**src/rtl/core/wvs_pkg.sv**
```systemverilog
`timescale 1ns / 1ps
`default_nettype none
// ----------------------------------------------------------------------------
// Windowed velocity statistics package
// Shared widths, defaults, register indexes, record types and a helper function.
// ----------------------------------------------------------------------------
package wvs_pkg;

  localparam int VEL_W      = 16;
  localparam int SUM_W      = 24;
  localparam int CNT_W      = 8;
  localparam int POS_W      = 8;
  localparam int MEAN_W     = 24;
  localparam int FRAC_BITS  = 8;
  localparam int DIV_W      = SUM_W + FRAC_BITS;
  localparam int MAG_W      = VEL_W + 1;
  localparam int CFG_IDX_W  = 2;
  localparam int CFG_DATA_W = 16;
  localparam int FIFO_DEPTH = 2;
  localparam int MAX_CELLS  = 128;

  localparam logic [POS_W-1:0] DEFAULT_START = POS_W'(1);
  localparam logic [POS_W-1:0] DEFAULT_END   = POS_W'(10);

  typedef enum logic [CFG_IDX_W-1:0] {
    REG_START_CELL  = 2'd0,
    REG_END_CELL    = 2'd1,
    REG_LOWER_BOUND = 2'd2,
    REG_UPPER_BOUND = 2'd3
  } cfg_reg_t;

  typedef struct packed {
    logic        [POS_W-1:0] start_cell;
    logic        [POS_W-1:0] end_cell;
    logic signed [VEL_W-1:0] lower_bound;
    logic signed [VEL_W-1:0] upper_bound;
  } cfg_t;

  // Statistics of one finished profile, handed from the front to the back.
  typedef struct packed {
    logic signed [SUM_W-1:0] sum;
    logic        [CNT_W-1:0] count;
    logic signed [VEL_W-1:0] min_vel;
    logic signed [VEL_W-1:0] max_vel;
  } rec_t;

  typedef enum logic [1:0] {
    DIV_IDLE,
    DIV_RUN,
    DIV_OUT
  } div_state_t;

  // Magnitude of a velocity; the most negative value maps to 32768.
  function automatic logic [MAG_W-1:0] vel_mag(input logic signed [VEL_W-1:0] v);
    logic signed [MAG_W-1:0] ext;
    ext = MAG_W'(v);
    return v[VEL_W-1] ? MAG_W'(-ext) : MAG_W'(ext);
  endfunction

endpackage
`default_nettype wire

```
**src/rtl/core/wvs_in_if.sv**
```systemverilog
`timescale 1ns / 1ps
`default_nettype none
// ----------------------------------------------------------------------------
// Cell input channel
// Valid/ready channel carrying one profile cell per transfer.
// ----------------------------------------------------------------------------
interface wvs_in_if;
  logic                            valid;
  logic                            ready;
  logic signed [wvs_pkg::VEL_W-1:0] velocity;
  logic                            last_cell;

  modport source (output valid, velocity, last_cell, input ready);
  modport sink   (input valid, velocity, last_cell, output ready);
endinterface
`default_nettype wire

```
**src/rtl/core/wvs_out_if.sv**
```systemverilog
`timescale 1ns / 1ps
`default_nettype none
// ----------------------------------------------------------------------------
// Result output channel
// Valid/ready channel carrying the statistics of one profile per transfer.
// ----------------------------------------------------------------------------
interface wvs_out_if;
  logic                             valid;
  logic                             ready;
  logic signed [wvs_pkg::MEAN_W-1:0] mean_q8;
  logic signed [wvs_pkg::VEL_W-1:0]  min_velocity;
  logic signed [wvs_pkg::VEL_W-1:0]  max_velocity;
  logic        [wvs_pkg::CNT_W-1:0]  valid_count;

  modport source (output valid, mean_q8, min_velocity, max_velocity, valid_count,
                  input ready);
  modport sink   (input valid, mean_q8, min_velocity, max_velocity, valid_count,
                  output ready);
endinterface
`default_nettype wire

```
**src/rtl/core/wvs_cfg_if.sv**
```systemverilog
`timescale 1ns / 1ps
`default_nettype none
// ----------------------------------------------------------------------------
// Configuration write channel
// Valid/ready channel carrying a register index and write data.
// ----------------------------------------------------------------------------
interface wvs_cfg_if;
  logic                              valid;
  logic                              ready;
  logic [wvs_pkg::CFG_IDX_W-1:0]     index;
  logic [wvs_pkg::CFG_DATA_W-1:0]    data;

  modport source (output valid, index, data, input ready);
  modport sink   (input valid, index, data, output ready);
endinterface
`default_nettype wire

```
**src/rtl/core/wvs_front.sv**
```systemverilog
`timescale 1ns / 1ps
`default_nettype none
// ----------------------------------------------------------------------------
// Profile accumulator
// Numbers incoming cells, gates them by window and bounds, and keeps the
// running sum, count and extreme-magnitude values of the current profile.
// ----------------------------------------------------------------------------
module wvs_front (
  input  logic                             clk,
  input  logic                             rst_n,
  input  wvs_pkg::cfg_t                    cfg,
  input  logic                             in_valid,
  input  logic signed [wvs_pkg::VEL_W-1:0] in_velocity,
  input  logic                             in_last,
  output logic                             in_ready,
  output logic                             push,
  output wvs_pkg::rec_t                    push_rec,
  input  logic                             full
);

  logic        [wvs_pkg::POS_W-1:0] pos_r, pos_nxt, pos_inc;
  logic signed [wvs_pkg::SUM_W-1:0] sum_r, sum_nxt, sum_upd;
  logic        [wvs_pkg::CNT_W-1:0] cnt_r, cnt_nxt, cnt_upd;
  logic signed [wvs_pkg::VEL_W-1:0] min_r, min_nxt, min_upd;
  logic signed [wvs_pkg::VEL_W-1:0] max_r, max_nxt, max_upd;
  logic                             seeded_r, seeded_nxt;
  logic        [wvs_pkg::POS_W-1:0] first_pos, final_pos;
  logic        [wvs_pkg::MAG_W-1:0] mag_v;
  logic                             in_window, in_bounds, counted, accept;

  assign in_ready = !full;
  assign accept   = in_valid && in_ready;
  assign push     = accept && in_last;

  always_comb begin
    pos_inc   = (pos_r == '1) ? pos_r : pos_r + 1'b1;
    first_pos = (cfg.start_cell == '0) ? wvs_pkg::DEFAULT_START : cfg.start_cell;
    final_pos = (cfg.end_cell == '0) ? wvs_pkg::DEFAULT_END : cfg.end_cell;
    in_window = (pos_inc >= first_pos) && (pos_inc <= final_pos) &&
                (pos_inc <= wvs_pkg::POS_W'(wvs_pkg::MAX_CELLS));
    in_bounds = ($signed(in_velocity) >= $signed(cfg.lower_bound)) &&
                ($signed(in_velocity) <= $signed(cfg.upper_bound));
    counted   = in_window && in_bounds;
    mag_v     = wvs_pkg::vel_mag(in_velocity);

    sum_upd = sum_r;
    cnt_upd = cnt_r;
    min_upd = min_r;
    max_upd = max_r;
    if (counted) begin
      sum_upd = sum_r + wvs_pkg::SUM_W'(in_velocity);
      cnt_upd = cnt_r + 1'b1;
      // The first counted cell seeds both extremes; ties keep the earlier value.
      if (!seeded_r || (mag_v < wvs_pkg::vel_mag(min_r))) begin
        min_upd = in_velocity;
      end
      if (!seeded_r || (mag_v > wvs_pkg::vel_mag(max_r))) begin
        max_upd = in_velocity;
      end
    end

    push_rec.sum     = sum_upd;
    push_rec.count   = cnt_upd;
    push_rec.min_vel = min_upd;
    push_rec.max_vel = max_upd;

    pos_nxt    = pos_r;
    sum_nxt    = sum_r;
    cnt_nxt    = cnt_r;
    min_nxt    = min_r;
    max_nxt    = max_r;
    seeded_nxt = seeded_r;
    if (accept) begin
      if (in_last) begin
        pos_nxt    = '0;
        sum_nxt    = '0;
        cnt_nxt    = '0;
        min_nxt    = '0;
        max_nxt    = '0;
        seeded_nxt = 1'b0;
      end else begin
        pos_nxt    = pos_inc;
        sum_nxt    = sum_upd;
        cnt_nxt    = cnt_upd;
        min_nxt    = min_upd;
        max_nxt    = max_upd;
        seeded_nxt = seeded_r || counted;
      end
    end
  end

  always_ff @(posedge clk) begin
    if (!rst_n) begin
      pos_r    <= '0;
      sum_r    <= '0;
      cnt_r    <= '0;
      min_r    <= '0;
      max_r    <= '0;
      seeded_r <= 1'b0;
    end else begin
      pos_r    <= pos_nxt;
      sum_r    <= sum_nxt;
      cnt_r    <= cnt_nxt;
      min_r    <= min_nxt;
      max_r    <= max_nxt;
      seeded_r <= seeded_nxt;
    end
  end

  a_count_le_pos: assert property (@(posedge clk) disable iff (!rst_n)
    cnt_r <= pos_r)
    else $error("counted cells exceed the cell position");

  a_seeded_matches_count: assert property (@(posedge clk) disable iff (!rst_n)
    seeded_r == (cnt_r != '0))
    else $error("seed flag disagrees with the counted cells");

endmodule
`default_nettype wire

```
**src/rtl/core/wvs_fifo.sv**
```systemverilog
`timescale 1ns / 1ps
`default_nettype none
// ----------------------------------------------------------------------------
// Profile record queue
// Short first-in first-out queue of finished profile records between the
// accumulator and the divider.
// ----------------------------------------------------------------------------
module wvs_fifo (
  input  logic          clk,
  input  logic          rst_n,
  input  logic          push,
  input  wvs_pkg::rec_t push_rec,
  output logic          full,
  input  logic          pop,
  output wvs_pkg::rec_t pop_rec,
  output logic          empty
);

  localparam int PTR_W = (wvs_pkg::FIFO_DEPTH > 1) ? $clog2(wvs_pkg::FIFO_DEPTH) : 1;
  localparam int CNT_W = $clog2(wvs_pkg::FIFO_DEPTH + 1);

  wvs_pkg::rec_t    slot_r [wvs_pkg::FIFO_DEPTH];
  logic [PTR_W-1:0] wr_ptr_r, wr_ptr_nxt;
  logic [PTR_W-1:0] rd_ptr_r, rd_ptr_nxt;
  logic [CNT_W-1:0] fill_r, fill_nxt;

  assign full    = (fill_r == CNT_W'(wvs_pkg::FIFO_DEPTH));
  assign empty   = (fill_r == '0);
  assign pop_rec = slot_r[rd_ptr_r];

  always_comb begin
    wr_ptr_nxt = wr_ptr_r;
    rd_ptr_nxt = rd_ptr_r;
    if (push) begin
      wr_ptr_nxt = (wr_ptr_r == PTR_W'(wvs_pkg::FIFO_DEPTH - 1)) ? '0 : wr_ptr_r + 1'b1;
    end
    if (pop) begin
      rd_ptr_nxt = (rd_ptr_r == PTR_W'(wvs_pkg::FIFO_DEPTH - 1)) ? '0 : rd_ptr_r + 1'b1;
    end
    fill_nxt = fill_r + CNT_W'(push) - CNT_W'(pop);
  end

  always_ff @(posedge clk) begin
    if (push) begin
      slot_r[wr_ptr_r] <= push_rec;
    end
  end

  always_ff @(posedge clk) begin
    if (!rst_n) begin
      wr_ptr_r <= '0;
      rd_ptr_r <= '0;
      fill_r   <= '0;
    end else begin
      wr_ptr_r <= wr_ptr_nxt;
      rd_ptr_r <= rd_ptr_nxt;
      fill_r   <= fill_nxt;
    end
  end

  a_no_push_when_full: assert property (@(posedge clk) disable iff (!rst_n)
    !(push && full))
    else $error("record written into a full queue");

  a_no_pop_when_empty: assert property (@(posedge clk) disable iff (!rst_n)
    !(pop && empty))
    else $error("record read from an empty queue");

endmodule
`default_nettype wire

```
**src/rtl/core/wvs_back.sv**
```systemverilog
`timescale 1ns / 1ps
`default_nettype none
// ----------------------------------------------------------------------------
// Mean divider and result register
// Takes one profile record at a time, divides the scaled sum by the count
// with a bit-serial restoring divider, and holds the result for transfer.
// ----------------------------------------------------------------------------
module wvs_back (
  input  logic                              clk,
  input  logic                              rst_n,
  input  wvs_pkg::rec_t                     pop_rec,
  input  logic                              empty,
  output logic                              pop,
  output logic                              out_valid,
  input  logic                              out_ready,
  output logic signed [wvs_pkg::MEAN_W-1:0] out_mean_q8,
  output logic signed [wvs_pkg::VEL_W-1:0]  out_min_velocity,
  output logic signed [wvs_pkg::VEL_W-1:0]  out_max_velocity,
  output logic        [wvs_pkg::CNT_W-1:0]  out_valid_count
);

  localparam int STEP_W = $clog2(wvs_pkg::DIV_W);

  wvs_pkg::div_state_t state_r, state_nxt;
  logic [wvs_pkg::DIV_W-1:0]       dvd_r, dvd_nxt;
  logic [wvs_pkg::CNT_W-1:0]       rem_r, rem_nxt;
  logic [wvs_pkg::CNT_W-1:0]       dvs_r, dvs_nxt;
  logic [STEP_W-1:0]               step_r, step_nxt;
  logic                            neg_r, neg_nxt;
  logic signed [wvs_pkg::MEAN_W-1:0] mean_r, mean_nxt;
  logic signed [wvs_pkg::VEL_W-1:0]  min_r, min_nxt;
  logic signed [wvs_pkg::VEL_W-1:0]  max_r, max_nxt;
  logic        [wvs_pkg::CNT_W-1:0]  cnt_r, cnt_nxt;
  logic [wvs_pkg::CNT_W:0]         rem_sh;
  logic [wvs_pkg::SUM_W-1:0]       abs_sum;
  logic [wvs_pkg::MEAN_W-1:0]      quo;
  logic                            q_bit;

  assign out_valid        = (state_r == wvs_pkg::DIV_OUT);
  assign out_mean_q8      = mean_r;
  assign out_min_velocity = min_r;
  assign out_max_velocity = max_r;
  assign out_valid_count  = cnt_r;

  always_comb begin
    state_nxt = state_r;
    dvd_nxt   = dvd_r;
    rem_nxt   = rem_r;
    dvs_nxt   = dvs_r;
    step_nxt  = step_r;
    neg_nxt   = neg_r;
    mean_nxt  = mean_r;
    min_nxt   = min_r;
    max_nxt   = max_r;
    cnt_nxt   = cnt_r;
    pop       = 1'b0;

    abs_sum = pop_rec.sum[wvs_pkg::SUM_W-1] ? wvs_pkg::SUM_W'(-pop_rec.sum)
                                            : wvs_pkg::SUM_W'(pop_rec.sum);

    // One quotient bit per cycle: shift the next dividend bit into the
    // remainder and subtract the count when it fits.
    rem_sh = {rem_r, dvd_r[wvs_pkg::DIV_W-1]};
    q_bit  = (rem_sh >= {1'b0, dvs_r});
    quo    = '0;

    unique case (state_r)
      wvs_pkg::DIV_IDLE: begin
        if (!empty) begin
          pop      = 1'b1;
          dvd_nxt  = {abs_sum, {wvs_pkg::FRAC_BITS{1'b0}}};
          rem_nxt  = '0;
          dvs_nxt  = pop_rec.count;
          neg_nxt  = pop_rec.sum[wvs_pkg::SUM_W-1];
          step_nxt = '0;
          min_nxt  = pop_rec.min_vel;
          max_nxt  = pop_rec.max_vel;
          cnt_nxt  = pop_rec.count;
          if (pop_rec.count == '0) begin
            mean_nxt  = '0;
            state_nxt = wvs_pkg::DIV_OUT;
          end else begin
            state_nxt = wvs_pkg::DIV_RUN;
          end
        end
      end
      wvs_pkg::DIV_RUN: begin
        rem_nxt = q_bit ? wvs_pkg::CNT_W'(rem_sh - {1'b0, dvs_r})
                        : wvs_pkg::CNT_W'(rem_sh);
        dvd_nxt = {dvd_r[wvs_pkg::DIV_W-2:0], q_bit};
        if (step_r == STEP_W'(wvs_pkg::DIV_W - 1)) begin
          quo       = dvd_nxt[wvs_pkg::MEAN_W-1:0];
          mean_nxt  = neg_r ? wvs_pkg::MEAN_W'(-quo) : wvs_pkg::MEAN_W'(quo);
          step_nxt  = '0;
          state_nxt = wvs_pkg::DIV_OUT;
        end else begin
          step_nxt = step_r + 1'b1;
        end
      end
      wvs_pkg::DIV_OUT: begin
        if (out_ready) begin
          state_nxt = wvs_pkg::DIV_IDLE;
        end
      end
      default: begin
        state_nxt = wvs_pkg::DIV_IDLE;
      end
    endcase
  end

  always_ff @(posedge clk) begin
    if (!rst_n) begin
      state_r <= wvs_pkg::DIV_IDLE;
      step_r  <= '0;
    end else begin
      state_r <= state_nxt;
      step_r  <= step_nxt;
    end
  end

  always_ff @(posedge clk) begin
    dvd_r  <= dvd_nxt;
    rem_r  <= rem_nxt;
    dvs_r  <= dvs_nxt;
    neg_r  <= neg_nxt;
    mean_r <= mean_nxt;
    min_r  <= min_nxt;
    max_r  <= max_nxt;
    cnt_r  <= cnt_nxt;
  end

  a_rem_below_divisor: assert property (@(posedge clk) disable iff (!rst_n)
    (state_r == wvs_pkg::DIV_RUN) |-> (rem_r < dvs_r))
    else $error("division remainder not below the divisor");

  a_step_idle_zero: assert property (@(posedge clk) disable iff (!rst_n)
    (state_r != wvs_pkg::DIV_RUN) |-> (step_r == '0))
    else $error("division step counter left running");

endmodule
`default_nettype wire

```
**src/rtl/core/windowed_velocity_statistics.sv**
```systemverilog
`timescale 1ns / 1ps
`default_nettype none
// ----------------------------------------------------------------------------
// Windowed velocity statistics
// Range-gated mean, count and smallest/largest-magnitude velocity per profile.
// ----------------------------------------------------------------------------
// Cells of a profile arrive on in_cell, one per transfer, the final cell
// flagged by last_cell. The accumulator takes one cell per cycle while the
// queue is not full. On the last cell it closes the profile into a record
// and pushes it into a two-entry queue; the divider pops one record at a
// time, computes sum * 256 / count one quotient bit per cycle, and presents
// the result on out_res before it takes the next record.
// Cells keep flowing while the queue has room; back-to-back profiles shorter
// than the divider time fill the queue and then hold in_cell.ready low.
// A result stays on out_res until the receiver takes it; while it waits the
// divider holds and further records wait in the queue.
// Registers are written through cfg_wr, which is always ready; write them
// only while no profile is in flight.
// Reset restores the register defaults (window 1 to 10, full velocity range)
// and empties the accumulator, queue and divider.
// ----------------------------------------------------------------------------
module windowed_velocity_statistics (
  input  logic           clk,
  input  logic           rst_n,
  wvs_in_if.sink         in_cell,
  wvs_out_if.source      out_res,
  wvs_cfg_if.sink        cfg_wr
);

  wvs_pkg::cfg_t cfg_r;
  wvs_pkg::rec_t push_rec, pop_rec;
  logic          push, pop, full, empty;

  assign cfg_wr.ready = 1'b1;

  always_ff @(posedge clk) begin
    if (!rst_n) begin
      cfg_r.start_cell  <= wvs_pkg::DEFAULT_START;
      cfg_r.end_cell    <= wvs_pkg::DEFAULT_END;
      cfg_r.lower_bound <= {1'b1, {(wvs_pkg::VEL_W-1){1'b0}}};
      cfg_r.upper_bound <= {1'b0, {(wvs_pkg::VEL_W-1){1'b1}}};
    end else if (cfg_wr.valid) begin
      unique case (wvs_pkg::cfg_reg_t'(cfg_wr.index))
        wvs_pkg::REG_START_CELL:  cfg_r.start_cell  <= cfg_wr.data[wvs_pkg::POS_W-1:0];
        wvs_pkg::REG_END_CELL:    cfg_r.end_cell    <= cfg_wr.data[wvs_pkg::POS_W-1:0];
        wvs_pkg::REG_LOWER_BOUND: cfg_r.lower_bound <= cfg_wr.data[wvs_pkg::VEL_W-1:0];
        wvs_pkg::REG_UPPER_BOUND: cfg_r.upper_bound <= cfg_wr.data[wvs_pkg::VEL_W-1:0];
      endcase
    end
  end

  wvs_front u_front (
    .clk         (clk),
    .rst_n       (rst_n),
    .cfg         (cfg_r),
    .in_valid    (in_cell.valid),
    .in_velocity (in_cell.velocity),
    .in_last     (in_cell.last_cell),
    .in_ready    (in_cell.ready),
    .push        (push),
    .push_rec    (push_rec),
    .full        (full)
  );

  wvs_fifo u_fifo (
    .clk      (clk),
    .rst_n    (rst_n),
    .push     (push),
    .push_rec (push_rec),
    .full     (full),
    .pop      (pop),
    .pop_rec  (pop_rec),
    .empty    (empty)
  );

  wvs_back u_back (
    .clk              (clk),
    .rst_n            (rst_n),
    .pop_rec          (pop_rec),
    .empty            (empty),
    .pop              (pop),
    .out_valid        (out_res.valid),
    .out_ready        (out_res.ready),
    .out_mean_q8      (out_res.mean_q8),
    .out_min_velocity (out_res.min_velocity),
    .out_max_velocity (out_res.max_velocity),
    .out_valid_count  (out_res.valid_count)
  );

endmodule
`default_nettype wire
```
**src/flat_wrapper.sv**
```systemverilog
// flat-port wrapper written by rule: the top's interface ports become plain ports
module windowed_velocity_statistics_flat 
  (clk, rst_n, in_cell_valid, in_cell_velocity, in_cell_last_cell, in_cell_ready, out_res_valid, out_res_mean_q8, out_res_min_velocity, out_res_max_velocity, out_res_valid_count, out_res_ready, cfg_wr_valid, cfg_wr_index, cfg_wr_data, cfg_wr_ready);
  wvs_in_if in_cell_i ();
  wvs_out_if out_res_i ();
  wvs_cfg_if cfg_wr_i ();
  input  logic clk;
  input  logic rst_n;
  input wire logic [$bits(in_cell_i.valid)-1:0] in_cell_valid;
  input wire logic [$bits(in_cell_i.velocity)-1:0] in_cell_velocity;
  input wire logic [$bits(in_cell_i.last_cell)-1:0] in_cell_last_cell;
  output wire logic [$bits(in_cell_i.ready)-1:0] in_cell_ready;
  output wire logic [$bits(out_res_i.valid)-1:0] out_res_valid;
  output wire logic [$bits(out_res_i.mean_q8)-1:0] out_res_mean_q8;
  output wire logic [$bits(out_res_i.min_velocity)-1:0] out_res_min_velocity;
  output wire logic [$bits(out_res_i.max_velocity)-1:0] out_res_max_velocity;
  output wire logic [$bits(out_res_i.valid_count)-1:0] out_res_valid_count;
  input wire logic [$bits(out_res_i.ready)-1:0] out_res_ready;
  input wire logic [$bits(cfg_wr_i.valid)-1:0] cfg_wr_valid;
  input wire logic [$bits(cfg_wr_i.index)-1:0] cfg_wr_index;
  input wire logic [$bits(cfg_wr_i.data)-1:0] cfg_wr_data;
  output wire logic [$bits(cfg_wr_i.ready)-1:0] cfg_wr_ready;
  assign in_cell_i.valid = in_cell_valid;
  assign in_cell_i.velocity = in_cell_velocity;
  assign in_cell_i.last_cell = in_cell_last_cell;
  assign in_cell_ready = in_cell_i.ready;
  assign out_res_valid = out_res_i.valid;
  assign out_res_mean_q8 = out_res_i.mean_q8;
  assign out_res_min_velocity = out_res_i.min_velocity;
  assign out_res_max_velocity = out_res_i.max_velocity;
  assign out_res_valid_count = out_res_i.valid_count;
  assign out_res_i.ready = out_res_ready;
  assign cfg_wr_i.valid = cfg_wr_valid;
  assign cfg_wr_i.index = cfg_wr_index;
  assign cfg_wr_i.data = cfg_wr_data;
  assign cfg_wr_ready = cfg_wr_i.ready;
  windowed_velocity_statistics u_core (.clk(clk), .rst_n(rst_n), .in_cell(in_cell_i), .out_res(out_res_i), .cfg_wr(cfg_wr_i));
endmodule
```
**config.mk**
```make
export PLATFORM = sky130hd
export DESIGN_NAME = windowed_velocity_statistics_flat
export DESIGN_NICKNAME = d
export VERILOG_FILES = /design/src/rtl/core/wvs_pkg.sv /design/src/rtl/core/wvs_in_if.sv /design/src/rtl/core/wvs_out_if.sv /design/src/rtl/core/wvs_cfg_if.sv /design/src/rtl/core/wvs_front.sv /design/src/rtl/core/wvs_fifo.sv /design/src/rtl/core/wvs_back.sv /design/src/rtl/core/windowed_velocity_statistics.sv /design/src/flat_wrapper.sv
export SDC_FILE = /design/constraint.sdc
export NUM_CORES = 1
export LEC_CHECK = 0
export ABC_AREA = 0
export BUFFER_PORTS_ARGS = -buffer_cell sky130_fd_sc_hd__buf_2
export CAP_MARGIN = 20
export CORE_ASPECT_RATIO = 0.7
export CORE_MARGIN = 4
export CORE_UTILIZATION = 55
export CTS_CLUSTER_SIZE = 24
export DETAILED_ROUTE_END_ITERATION = 8
export HOLD_SLACK_MARGIN = 0.06
export PLACE_DENSITY = 0.79
export REMOVE_ABC_BUFFERS = 1
export SLEW_MARGIN = 20
export SYNTH_ARGS = -nofsm -noshare
export SYNTH_HDL_FRONTEND = slang
export SYNTH_SLANG_ARGS = --single-unit
```
**constraint.sdc**
```tcl
create_clock -name clk -period 4.8 [get_ports clk]
set_input_delay 0.48 -clock clk [delete_from_list [all_inputs] [get_ports clk]]
set_output_delay 0.48 -clock clk [all_outputs]
set_load 0.02 [all_outputs]
```
======== Word level (Yosys, flattened, before mapping) ========
Memory sizes are Yosys's and may differ from the RTL's. A register that Yosys moved wholly into a read port is not among the register bits.
Cells that the tools add are included.
cells by class
  add/subtract/negate cells ............... 14
  order comparisons ....................... 8
  equality and inequality tests ........... 12
  multiplexer cells ....................... 45
  bitwise operators ....................... 1
  reductions and logical operators ........ 26
operator list
  operator                                                       count
  24-bit 2-to-1 mux                                              7
  16-bit 2-to-1 mux                                              6
  8-bit 2-to-1 mux                                               8
  32-bit one-hot mux with 2 select lines                         1
  17-bit 2-to-1 mux                                              3
  16-bit negation with 17-bit output                             3
  24-bit negation                                                2
  24-bit one-hot mux with 2 select lines                         1
  32-bit 2-to-1 mux                                              1
  24-bit by 16-bit adder with 24-bit output                      1
  8-bit zero test                                                3
  17-bit greater-than comparator                                 1
  17-bit < comparator                                            1
  8-bit by 1-bit adder with 8-bit output, second input constant  2
  16-bit greater-or-equal comparator                             1
  16-bit less-or-equal comparator                                1
  8-bit one-hot mux with 2 select lines                          1
  2-bit AND reduction                                            6
  5-bit 2-to-1 mux                                               2
  5-bit one-hot mux with 2 select lines                          1
  9-bit by 8-bit greater-or-equal comparator with 1-bit output   1
  1-bit 2-to-1 mux                                               9
  2-bit == test, second input constant                           4
  8-bit == test, second input constant                           1
  22 further kinds                                               39
word-level totals
  flip-flop bits (word level) ............. 237
  RAM bits ................................ 128
  logic and storage cells ................. 129
  memories kept ........................... 1
memory list
  name                  depth  bits a word  rd ports  clocked after memory_dff  write ports  RTL line        RTL
  u_core.u_fifo.slot_r  2      64           1         1                         1            wvs_fifo.sv:22  wvs_pkg::rec_t slot_r [wvs_pkg::FIFO_DEPTH];

======== Logic depth before layout (Yosys ltp) ========
Gate-level depths: netlist of run 1.
  depth after elaboration ................. 8
  gate-level depth with buffers ........... 17
  mapped depth without buffers ............ 16

======== Modules after synthesis ========
Synthesis of run 1 repeated with hierarchy kept, for this count alone.
unflattened totals
  cells, all modules ...................... 1936
  area, all modules ....................... 20863.8 um^2
modules (own cells, without submodules)
  module                        instances  cells an instance  area each (um^2)
  wvs_front                     1          1037               8262.9
  wvs_back                      1          477                5531.6
  wvs_fifo                      1          220                5146.2
  windowed_velocity_statistics  1          202                1923.1

======== Worst setup path before layout of run 1 ========
No wires, ideal clock.
  kind .................................... flip-flop to flip-flop
  start ................................... register u_core.u_fifo.fill_r[1]
  end ..................................... register u_core.u_fifo.fill_r[1]
  setup time .............................. 0.128 ns
  arrival time ............................ 4.528 ns
  data required time ...................... 4.672 ns
  setup slack ............................. 0.145 ns
  stages on the path, launching flop included .. 9
  path buffers ............................ 0
  cell sequence ........................... dfxtp_1 > nor2_1 > nor3_1 > ha_1 > inv_1 > ha_1 > xor2_1 > xnor2_1 > nor2_1
on the way
  elaborated cells between the ends (all ways) .. 9
  those cells by class .................... 2 x add/sub; 1 x eq/ne; 2 x mux; 4 x reduce/logical
RTL lines
  item                                         RTL line                            RTL
  start, declared                              wvs_fifo.sv:25                      logic [CNT_W-1:0] fill_r, fill_nxt;
  start signal, assigned                       wvs_fifo.sv:57                      fill_r <= fill_nxt;
  2-bit zero test                              wvs_fifo.sv:28                      assign empty = (fill_r == '0);
  1-bit 2-to-1 mux                             wvs_back.sv:69                      if (!empty) begin
  1-bit 2-to-1 mux                             wvs_back.sv:67                      unique case (state_r)
  named net u_core.pop                         windowed_velocity_statistics.sv:32  logic push, pop, full, empty;
  2-bit by 1-bit subtractor with 2-bit output  wvs_fifo.sv:40                      fill_nxt = fill_r + CNT_W'(push) - CNT_W'(pop);
The timed path passes the listed nets, and every way through them passes these cells.
A chain may end at the register's enable or synchronous reset.

==> flow_metrics.py, run 1 <==
metrics = {
    "finish": {
        "layout_commonest_cell": "edfxtp_1",
        "final_cell_area_um2": 21800,
        "layout_common_cells": "edfxtp_1 (233), nand2_1 (138), dfxtp_1 (132), ha_1 (121), nor2_1 (120)",
        "synthToLayoutAreaGrowth_pct": 11.6,
        "final_cells": 2403,
        "drive_gt1_frac": 0.157,
        "fillers": 2761,
        "antenna_cells": 0,
        "nNetsFinal": 2066,
    },
    "logic_synthesis": {
        "synth_edf_count": 233,
        "synth.distinct_cells": 79,
        "synth_area_um2": 19500,
        "yosysSeqAreaShare": 0.495,
        "synthFlopType": "edfxtp_1",
        "synthCells": 1803,
        "ys_warn_count": 0,
        "ys_ff_latch": 366,
        "syn_avg_cell_area_um2": 10.8,
        "async_reset_ff_frac": 0,
    },
    "timing": {
        "finalHoldViolations": 0,
        "period_share": 0.950,
        "tightest_slew_ns": 1.05,
        "timing.final.ws_setup_ns": 0.242,
        "max-slew-margin-rel": 0.302,
        "clock_skew_ns": 0.0314,
        "slew_viol_final": 0,
        "min_period_ns": 4.56,
        "rsz0062_at_grt": "false",
        "fin_tns_setup_ns": 0,
        "setup_viol": 0,
        "hold_ws_ns": 0.203,
        "fmax_ghz": 0.219,
    },
    "detailed_routing": {
        "vias": 14800,
        "drt.antenna.violating_nets": 0,
        "wl_um": 48800,
        "wire_per_inst_um": 20.3,
        "drc": 0,
        "via_per_inst": 6.15,
        "drtPass1Iterations": 5,
        "drt_iter0_markers": 1513,
    },
    "critical_path": {
        "critPathRequiredTime_ns": 5.09,
        "path_max_fanout": 4,
        "worstSetupEndpointType": "register",
        "rrSetupSlack_ns": 0.24,
        "critical_path_class": "reg2reg",
        "start_kind": "register",
        "arrival_ns": 4.85,
    },
    "floorplan": {
        "die_w_um": 233,
        "start_util": 0.560,
        "ios": 107,
        "coreArea_um2": 34900,
        "die_area_um2": 38600,
        "die_y_um": 166,
        "rows": 57,
    },
    "grt": {
        "grt_max_degree": 60,
        "grt_overflow": 0,
        "grtUsageTotal": 0.248,
        "antenna_found_initial": 1,
        "grt_first_pass_wirelength_um": 77600,
        "grt_pass1_vias": 14500,
    },
    "clocking": {
        "htree_levels": 2,
        "hold_buffers": 0,
        "numCtsBuffers": 36,
        "clk_path_buf_depth": 3,
        "insertion_delay_ns": 0.54,
        "cts_root_buf": "clkbuf_16",
        "cts_sinks": 366,
        "cts_tree": "built",
        "clk_pin_slew_worst_paths_ns": 0.07,
    },
    "job": {
        "maxCapViolCount": 0,
    },
    "placement": {
        "dpl.cell_count": 2335,
        "placed_area_um2": 20600,
        "port_buffers": 105,
        "routabilityCongestion": 0.929,
        "dpl_worst_slack_ns": -0.202,
        "dp_hpwl_um": 33800,
    },
    "power": {
        "power.density_nw_per_um2": 478,
        "p_leak_nw": 8.47,
        "peakVddDrop_mv": 0.299,
    },
    "status": {
        "status": "finished, final reports clean",
    },
    "worst_hold_path": {
        "holdCritPathClass": "in2reg",
    },
}
layer usage:
layer	track usage	up-vias	wire, um
met5	0	-	13
met4	0.0587	2	1070
met3	0.0555	82	4380
met2	0.384	603	21800
met1	0.357	7205	21500
li1	-	6894	-
kinds of logic after synthesis:
logic type	Yosys count	synth area share
compound gates	421	0.147
xor+xnor	102	0.0458
fa+ha+maj	123	0.0796
buf+inv	178	0.0379
flops	366	0.495
mux	144	0.0797
other cells	2	0.000385
simple gates	467	0.115
worst paths after layout:
kind	startpoint	endpoint	cells past startpoint
worst max-delay path	u_core.u_back.out_valid_count[1]	u_core.u_back.out_mean_q8[20]	17
worst min-delay path	cfg_wr_data[9]	u_core.cfg_r[25]	3
worst max register to register	u_core.u_back.out_valid_count[1]	u_core.u_back.out_mean_q8[20]	17
worst min register to register	u_core.cfg_r[19]	u_core.cfg_r[19]	2
synth_stat cells, types with 5 or more instances:
master | n | area [um^2]
edfxtp_1 | 233 | 7000
nand2_1 | 138 | 518
dfxtp_1 | 133 | 2660
nor2_1 | 124 | 465
ha_1 | 121 | 1510
a21oi_1 | 105 | 526
inv_1 | 88 | 330
o21ai_0 | 84 | 420
mux2_2 | 68 | 766
clkbuf_1 | 64 | 240
xor2_1 | 56 | 490
mux2i_1 | 52 | 521
xnor2_1 | 46 | 403
o211ai_1 | 38 | 285
a32o_1 | 32 | 320
nor3_1 | 31 | 155
nand3_1 | 27 | 135
mux2_1 | 24 | 270
nand2b_1 | 23 | 144
a21o_1 | 20 | 150
nand4_1 | 20 | 125
o31ai_1 | 20 | 150
or3_1 | 17 | 106
a22o_1 | 15 | 131
nor2b_1 | 15 | 93.8
a31oi_1 | 14 | 87.6
and3_1 | 14 | 87.6
o21a_1 | 13 | 97.6
a22oi_1 | 12 | 90.1
or4_1 | 12 | 90.1
a211oi_1 | 11 | 82.6
and2_1 | 11 | 68.8
nor4_1 | 10 | 62.6
buf_2 | 8 | 40.0
o41ai_1 | 8 | 70.1
or2_2 | 7 | 43.8
a41oi_1 | 6 | 52.6
buf_1 | 6 | 22.5
buf_4 | 6 | 45.0
buf_6 | 5 | 56.3
nor3b_1 | 5 | 37.5
registers in the layout, indices dropped and copies added (netlist names), named ones only:
signal	cells
u_core.cfg_r	48
u_core.u_back.dvd_r	32
u_core.u_back.neg_r	1
u_core.u_back.out_max_velocity	16
u_core.u_back.out_mean_q8	24
u_core.u_back.out_min_velocity	16
u_core.u_back.out_valid_count	8
u_core.u_back.rem_r	8
u_core.u_back.state_r	2
u_core.u_back.step_r	5
u_core.u_fifo.fill_r	2
u_core.u_fifo.rd_ptr_r	1
u_core.u_fifo.slot_r	128
u_core.u_fifo.wr_ptr_r	1
u_core.u_front.cnt_r	8
u_core.u_front.max_r	16
u_core.u_front.min_r	16
u_core.u_front.pos_r	8
u_core.u_front.seeded_r	1
u_core.u_front.sum_r	24
area by class of cell:
cell class | count | area [um^2] | share of cell area
Multi-Input combinational cell | 1262 | 9190 | 0.422
Clock buffer | 50 | 1030 | 0.0471
Clock inverter | 16 | 115 | 0.00528
Timing Repair Buffer | 149 | 876 | 0.0402
Sequential cell | 366 | 9660 | 0.443
Inverter | 88 | 330 | 0.0152
Tap cell | 472 | 591 | 0.0271
timing repair:
action | in CTS | in global routing
gates resized for setup | 0 | 2
setup endpoints to repair | 0 | 24
setup buffers | 0 | 1
worst max-delay path, stage by stage, from the launching register on:
cell and delay [ns]:
edfxtp_1 0.39, inv_1 0.07, ha_1 0.31, nor2b_1 0.14
o21ai_0 0.19, a21boi_0 0.15, o21ai_0 0.24, a21boi_0 0.21
o41ai_2 0.37, buf_4 0.18, ha_1 0.21, or3b_2 0.47
or3_1 0.37, nand2b_1 0.23, nand2b_1 0.25, o31ai_1 0.32
xor2_1 0.17, nor2_1 0.05
stage by stage:
| step | power (mW) | utilization |
|---|---|---|
| 2_1_floorplan | 6.62 | - |
| 3_3_place_gp | 7.47 | 0.591 |
| 3_5_place_dp | 7.62 | 0.591 |
| 4_1_cts | 10.4 | 0.623 |
| 5_1_grt | 11.0 | 0.625 |
| 6_report | 10.4 | 0.625 |
power breakdown:
group	internal, mW	switching (mW)
clock	1.56	1.21
combinational	1.18	1.99
sequential	4.13	0.354
total	6.86	3.55
Note: power is estimated with default switching activity, not from simulation.
==> run 2, diff against run 1 <==
Settings changed: CTS_BUF_LIST set to sky130_fd_sc_hd__clkbuf_4.
==> run 2 against run 1 <==
Net effect:
- the flow now finishes with violations (negative setup slack)
- final area increased by 1.2%
- utilization increased by 0.76 points
- non-clock buffer count increased by 19
- power decreased by 1.1%
- sequential power about the same
- die area unchanged
==> flow_metrics.py, run 2 (same netlist as run 1, synthesis figures left out) <==
metrics = {
    "grt": {
        "grtUsageTotal": 0.253,
        "antenna_found_initial": 1,
        "grt_overflow": 0,
        "grt_pass1_vias": 15000,
        "grt_max_degree": 60,
        "grt_first_pass_wirelength_um": 78800,
    },
    "critical_path": {
        "r2r_cells": 17,
        "worstSetupEndpointType": "register",
        "path_max_fanout": 7,
        "critPathRequiredTime_ns": 5.29,
        "rrSetupSlack_ns": 0.22,
        "path_cells": "dlygate4sd3_1 -> buf_2 -> inv_1 -> ha_1 -> or4b_4 -> or3_1 -> o21ai_0 -> xnor2_1 -> ha_1 -> a2111oi_1 -> o21ai_0 -> a21oi_1 -> a2bb2oi_1 -> o21ai_1 -> a21oi_2 -> o311a_4 -> mux2_1",
        "critical_path_class": "in2reg",
        "critical-path-top-delay-family": "compound AO/OA/AOI/OAI gates",
        "max_stage_delay_ns": 0.55,
        "arrival_ns": 5.31,
        "path_buf_inv": 3,
        "start_kind": "input port",
        "cp_slowest_cell": "dlygate4sd3_1",
        "regToRegStartpoint": "u_core.u_back.out_valid_count[1]",
        "worstReg2RegEnd": "u_core.u_back.out_mean_q8[22]",
    },
    "floorplan": {
        "rows": 57,
        "die_area_um2": 38600,
        "die_w_um": 233,
        "start_util": 0.560,
        "coreArea_um2": 34900,
        "ios": 107,
        "die_y_um": 166,
    },
    "timing": {
        "period_share": 1.00,
        "min_period_ns": 4.82,
        "slew_viol_final": 0,
        "setup_viol": 4,
        "max-slew-margin-rel": 0.299,
        "tightest_slew_ns": 1.05,
        "finalHoldViolations": 0,
        "timing.final.ws_setup_ns": -0.0172,
        "clock_skew_ns": 0.0533,
        "fmax_ghz": 0.208,
    },
    "finish": {
        "layout_commonest_cell": "edfxtp_1",
        "drive_gt1_frac": 0.193,
        "final_util": 0.632,
        "largest_reg_flops": 128,
        "fillers": 2765,
        "reg.largest.list": "u_core.u_fifo.slot_r: 128 flops, u_core.cfg_r: 48 flops, u_core.u_back.dvd_r: 32 flops",
        "synthToLayoutAreaGrowth_pct": 13.0,
        "layout_common_cells": "edfxtp_1 (233), nand2_1 (138), clkbuf_4 (135), dfxtp_1 (132), ha_1 (121)",
        "regArea_um2": 9660,
        "multiInputGateArea_um2": 9250,
        "nNetsFinal": 2139,
        "top_register": "u_core.u_fifo.slot_r",
    },
    "placement": {
        "dp_hpwl_um": 33800,
        "routabilityCongestion": 0.929,
        "dpl_worst_slack_ns": -0.202,
        "port_buffers": 105,
    },
    "clocking": {
        "numCtsBuffers": 88,
        "clk_pin_slew_worst_paths_ns": 0.07,
        "cts_sinks": 366,
        "htree_levels": 3,
        "cts_tree": "built",
        "clk_path_buf_depth": 3,
        "cts_root_buf": "clkbuf_4",
        "insertion_delay_ns": 0.78,
    },
    "power": {
        "power.density_nw_per_um2": 467,
        "pwr-share-comb": 0.311,
        "switching_share": 0.353,
        "peakVddDrop_mv": 0.325,
        "p_leak_nw": 8.68,
        "seqPwrFrac": 0.435,
        "p_int_mw": 6.66,
        "p_switching_mw": 3.64,
        "p_clk_frac": 0.255,
    },
    "detailed_routing": {
        "via_per_inst": 6.05,
        "vias": 15300,
        "drtPass1Iterations": 6,
        "drt.antenna.violating_nets": 0,
        "wl_um": 49900,
        "wire_per_inst_um": 19.8,
        "drc": 0,
        "drt_iter0_markers": 1506,
    },
    "worst_hold_path": {
        "holdCritPathClass": "in2reg",
        "whs_endpoint": "u_core.cfg_r[0]",
        "hold_path_depth": 4,
        "min_from": "cfg_wr_valid",
    },
    "job": {
        "maxCapViolCount": 0,
    },
    "status": {
        "status": "finished, violations left",
        "violations": "negative setup slack",
    },
}
==> run 2: cell types whose count changed in the layout (fill, tap and decap cells not counted), sizes merged, moves of 2 or more <==
cell | previous run | this run
clkbuf | 50 | 135
dlygate4sd3 | 0 | 19
o311a | 2 | 4
inv | 92 | 88
clkinv | 10 | 25
==> run 2: per-layer routing <==
| metal | GRT usage | vias to the layer above | wire (um) |
|---|---|---|---|
| met2 | 0.387 | 675 | 22600 |
| met4 | 0.0735 | 0 | 935 |
| li1 | - | 7119 | - |
| met5 | 0 | - | 0 |
| met1 | 0.356 | 7368 | 21800 |
| met3 | 0.0675 | 95 | 4540 |
==> run 2: timing repair <==
| action | CTS | global route |
|---|---|---|
| buffers inserted | 0 | 1 |
| setup endpoints to repair | 0 | 60 |
| hold endpoints to repair | 51 | 0 |
| hold buffers | 19 | 0 |
| gates resized for setup | 0 | 8 |
==> run 2: how the worst max path moves through the flow <==
stage	start	endpoint	slack (ns)	cells after the start
floorplan	u_core.u_back.out_valid_count[1]	u_core.u_back.out_mean_q8[20]	-1.20	16
detailed placement	in_cell_velocity[0]	u_core.u_fifo.slot_r[1][23]	-0.20	16
CTS	in_cell_velocity[0]	u_core.u_fifo.slot_r[0][23]	0.07	17
global route	u_core.u_back.out_valid_count[1]	u_core.u_back.out_mean_q8[22]	-0.04	17
finish	in_cell_velocity[0]	u_core.u_fifo.slot_r[0][23]	-0.02	17
global placement	in_cell_velocity[0]	u_core.u_fifo.slot_r[0][6]	0.12	16
==> run 2: through the flow <==
stage / instances / hold slack, ns / TNS [ns] / instance area, um^2 / total power, mW
6_report: 2522 / 0.139 / -0.0360 / 22100 / 10.3
5_1_grt: 2522 / 0.128 / -0.0654 / 22100 / 10.9
4_1_cts: 2517 / 0.0685 / 0 / 21900 / 10.3
3_5_place_dp: 2335 / 0.448 / -5.94 / 20600 / 7.62
3_3_place_gp: 2335 / 0.431 / 0 / 20600 / 7.47
2_1_floorplan: 1716 / 0.414 / -14.92 / 19100 / 6.62
==> run 2: worst min-delay path: cells and delay by family <==
family	cells	cell delay, ns
buffers and inverters	1	0.12
AND/OR/NAND/NOR	3	0.26
==> run 2: power groups by stage <==
stage	Sequential [mW]	Clock [mW]	Combinational (mW)
2_1_floorplan	4.72	0	1.90
3_3_place_gp	4.51	0	2.96
3_5_place_dp	4.53	0	3.09
4_1_cts	4.47	2.68	3.12
5_1_grt	4.53	2.87	3.51
6_report	4.48	2.62	3.20
==> run 2: area by class of cell <==
type | count | share of cell area
well taps | 472 | 0.0268
flip-flops and latches | 366 | 0.438
repair buffers | 168 | 0.0483
clock buffers | 135 | 0.0459
multi-input cells | 1264 | 0.419
inverters | 88 | 0.0150
diodes | 1 | 0.000113
clock inverters | 28 | 0.00658
==> run 3, diff against run 2 <==
Settings changed: HOLD_SLACK_MARGIN 0.06 to unset, PLACE_DENSITY 0.79 to 0.76, RECOVER_POWER set to 25.
Clock period 4.8 ns to 5 ns, I/O delays scaled along.
==> run 3 against run 2 <==
Net effect:
- the run ends with max-capacitance violations, max-slew violations left
- first-iteration DRC count decreased by 12%
- utilization decreased by 0.67 points
- critical endpoint is now u_core.u_fifo.slot_r[0][28]
- cell count decreased by 0.52%
- non-clock buffer count decreased by 9
- count of clock-buffer cells in the layout unchanged
- worst hold slack improved by 0.0030 ns
- register-to-register slack improved by 0.12 ns
- global-route usage decreased by 0.58 points
- sequential power decreased by 4%
- die area unchanged
- power decreased by 5.0%
- clock skew increased by 0.013 ns
==> flow_metrics.py, run 3 (same netlist as run 1, synthesis figures left out) <==
metrics = {
    "finish": {
        "layout_common_cells": "edfxtp_1 (233), nand2_1 (138), clkbuf_4 (135), dfxtp_1 (133), nor2_1 (122)",
        "reg.largest.list": "u_core.u_fifo.slot_r: 128 flops, u_core.cfg_r: 48 flops, u_core.u_back.dvd_r: 32 flops",
        "final_cell_area_um2": 21800,
        "final_cells": 2509,
        "synthToLayoutAreaGrowth_pct": 11.8,
        "drive_gt1_frac": 0.159,
        "layout_commonest_cell": "edfxtp_1",
        "largest_reg_flops": 128,
        "nNetsFinal": 2129,
        "top_register": "u_core.u_fifo.slot_r",
    },
    "timing": {
        "slew_viol_final": 220,
        "rsz0062_at_grt": "false",
        "fmax_ghz": 0.210,
        "hold_ws_ns": 0.142,
        "tightest_slew_ns": 2.73,
        "max-slew-margin-rel": -0.820,
        "period_share": 0.952,
        "min_period_ns": 4.76,
        "clock_skew_ns": 0.0667,
        "finalHoldViolations": 0,
        "setup_viol": 0,
    },
    "power": {
        "power.total_mw": 9.79,
        "power.density_nw_per_um2": 449,
        "p_leak_nw": 8.47,
        "peakVddDrop_mv": 0.292,
    },
    "placement": {
        "dpl.cell_count": 2329,
        "dp_hpwl_um": 33200,
        "port_buffers": 105,
        "routabilityCongestion": 0.927,
        "placed_area_um2": 20600,
    },
    "clocking": {
        "htree_levels": 3,
        "insertion_delay_ns": 0.81,
        "cts_tree": "built",
        "cts_sinks": 366,
        "numCtsBuffers": 89,
        "cts_root_buf": "clkbuf_4",
        "clk_pin_slew_worst_paths_ns": 0.07,
        "clk_path_buf_depth": 3,
        "post-cts-setup-buffers": 0,
    },
    "critical_path": {
        "cp_slowest_cell": "dlygate4sd3_1",
        "path_cells": "dlygate4sd3_1 -> buf_2 -> inv_1 -> ha_1 -> or4b_1 -> or3_1 -> o21ai_0 -> xnor2_1 -> ha_1 -> a2111oi_0 -> o21ai_0 -> a21oi_1 -> a2bb2oi_1 -> o21ai_1 -> a21oi_1 -> o311a_4 -> mux2_1",
        "arrival_ns": 5.28,
        "path_max_fanout": 32,
        "critPathRequiredTime_ns": 5.52,
        "max_stage_delay_ns": 0.54,
        "critical_path_class": "in2reg",
        "worstSetupEndpointType": "register",
        "start_kind": "input port",
    },
    "floorplan": {
        "die_y_um": 166,
        "start_util": 0.560,
        "die_w_um": 233,
        "die_area_um2": 38600,
        "coreArea_um2": 34900,
        "rows": 57,
        "ios": 107,
    },
    "detailed_routing": {
        "drc": 0,
        "vias": 15000,
        "wl_um": 48300,
        "wire_per_inst_um": 19.2,
        "drt_iter0_markers": 1319,
        "via_per_inst": 5.96,
        "drtPass1Iterations": 5,
        "drt.antenna.violating_nets": 0,
    },
    "job": {
        "maxCapViolCount": 5,
    },
    "grt": {
        "grt_max_degree": 60,
        "grt_overflow": 0,
        "grt_first_pass_wirelength_um": 77100,
        "grtUsageTotal": 0.247,
        "antenna_found_initial": 2,
        "grt_pass1_vias": 14700,
    },
    "worst_hold_path": {
        "holdCritPathClass": "in2reg",
    },
    "status": {
        "violations": "max-capacitance violations, max-slew violations",
        "status": "finished, violations left",
    },
}
run 3: critical path, delay by kind of cell:
family,cells,cell delay (ns)
multiplexers,1,0.40
adder cells (fa/ha/maj),2,0.48
AO/OA/AOI/OAI,8,1.96
XOR/XNOR,1,0.20
buffers and inverters,3,0.81
AND/OR/NAND/NOR,2,0.93
run 3: layout make-up:
type,instances,area [um^2]
Antenna cell,3,7.51
Clock buffer,135,1010
Clock inverter,24,140
Fill cell,2792,13100
Inverter,88,330
Multi-Input combinational cell,1262,9170
Sequential cell,366,9660
Tap cell,472,591
Timing Repair Buffer,159,915
run 3: through the flow:
| stage | setup slack (ns) | setup TNS [ns] | util |
|---|---|---|---|
| floorplan | -1.00 | -8.21 | - |
| global placement | 0.189 | 0 | 0.590 |
| detailed placement | 0.0859 | 0 | 0.590 |
| CTS | 0.371 | 0 | 0.628 |
| global route | 0.00361 | 0 | 0.626 |
| finish | 0.240 | 0 | 0.626 |
run 3: metal layers:
| layer | vias to the layer above | global-route usage | wire length (um) |
|---|---|---|---|
| li1 | 7073 | - | - |
| met1 | 7186 | 0.355 | 21900 |
| met2 | 624 | 0.373 | 21300 |
| met3 | 83 | 0.0546 | 4060 |
| met4 | 0 | 0.0815 | 1080 |
| met5 | - | 0 | 0 |
run 3: final timing paths:
path	from	endpoint	slack (ns)	depth (start not counted)
worst max register to register	u_core.u_front.max_r[3]	u_core.u_fifo.slot_r[1][12]	0.34	11
worst max-delay path	in_cell_velocity[0]	u_core.u_fifo.slot_r[0][28]	0.24	17
worst min register to register	u_core.u_back.step_r[3]	u_core.u_back.step_r[3]	0.45	1
worst min-delay path	cfg_wr_valid	u_core.cfg_r[0]	0.14	4
run 3: power breakdown:
group          switching [mW]  internal (mW)
clock network            1.23           1.29
registers               0.330           3.97
logic                    1.90           1.07
total                    3.46           6.33
run 3: what timing repair did:
item                                   in CTS  in global routing
gates resized for setup                     0                  0
endpoints found under the hold margin      51                  0
hold buffers                               18                  0
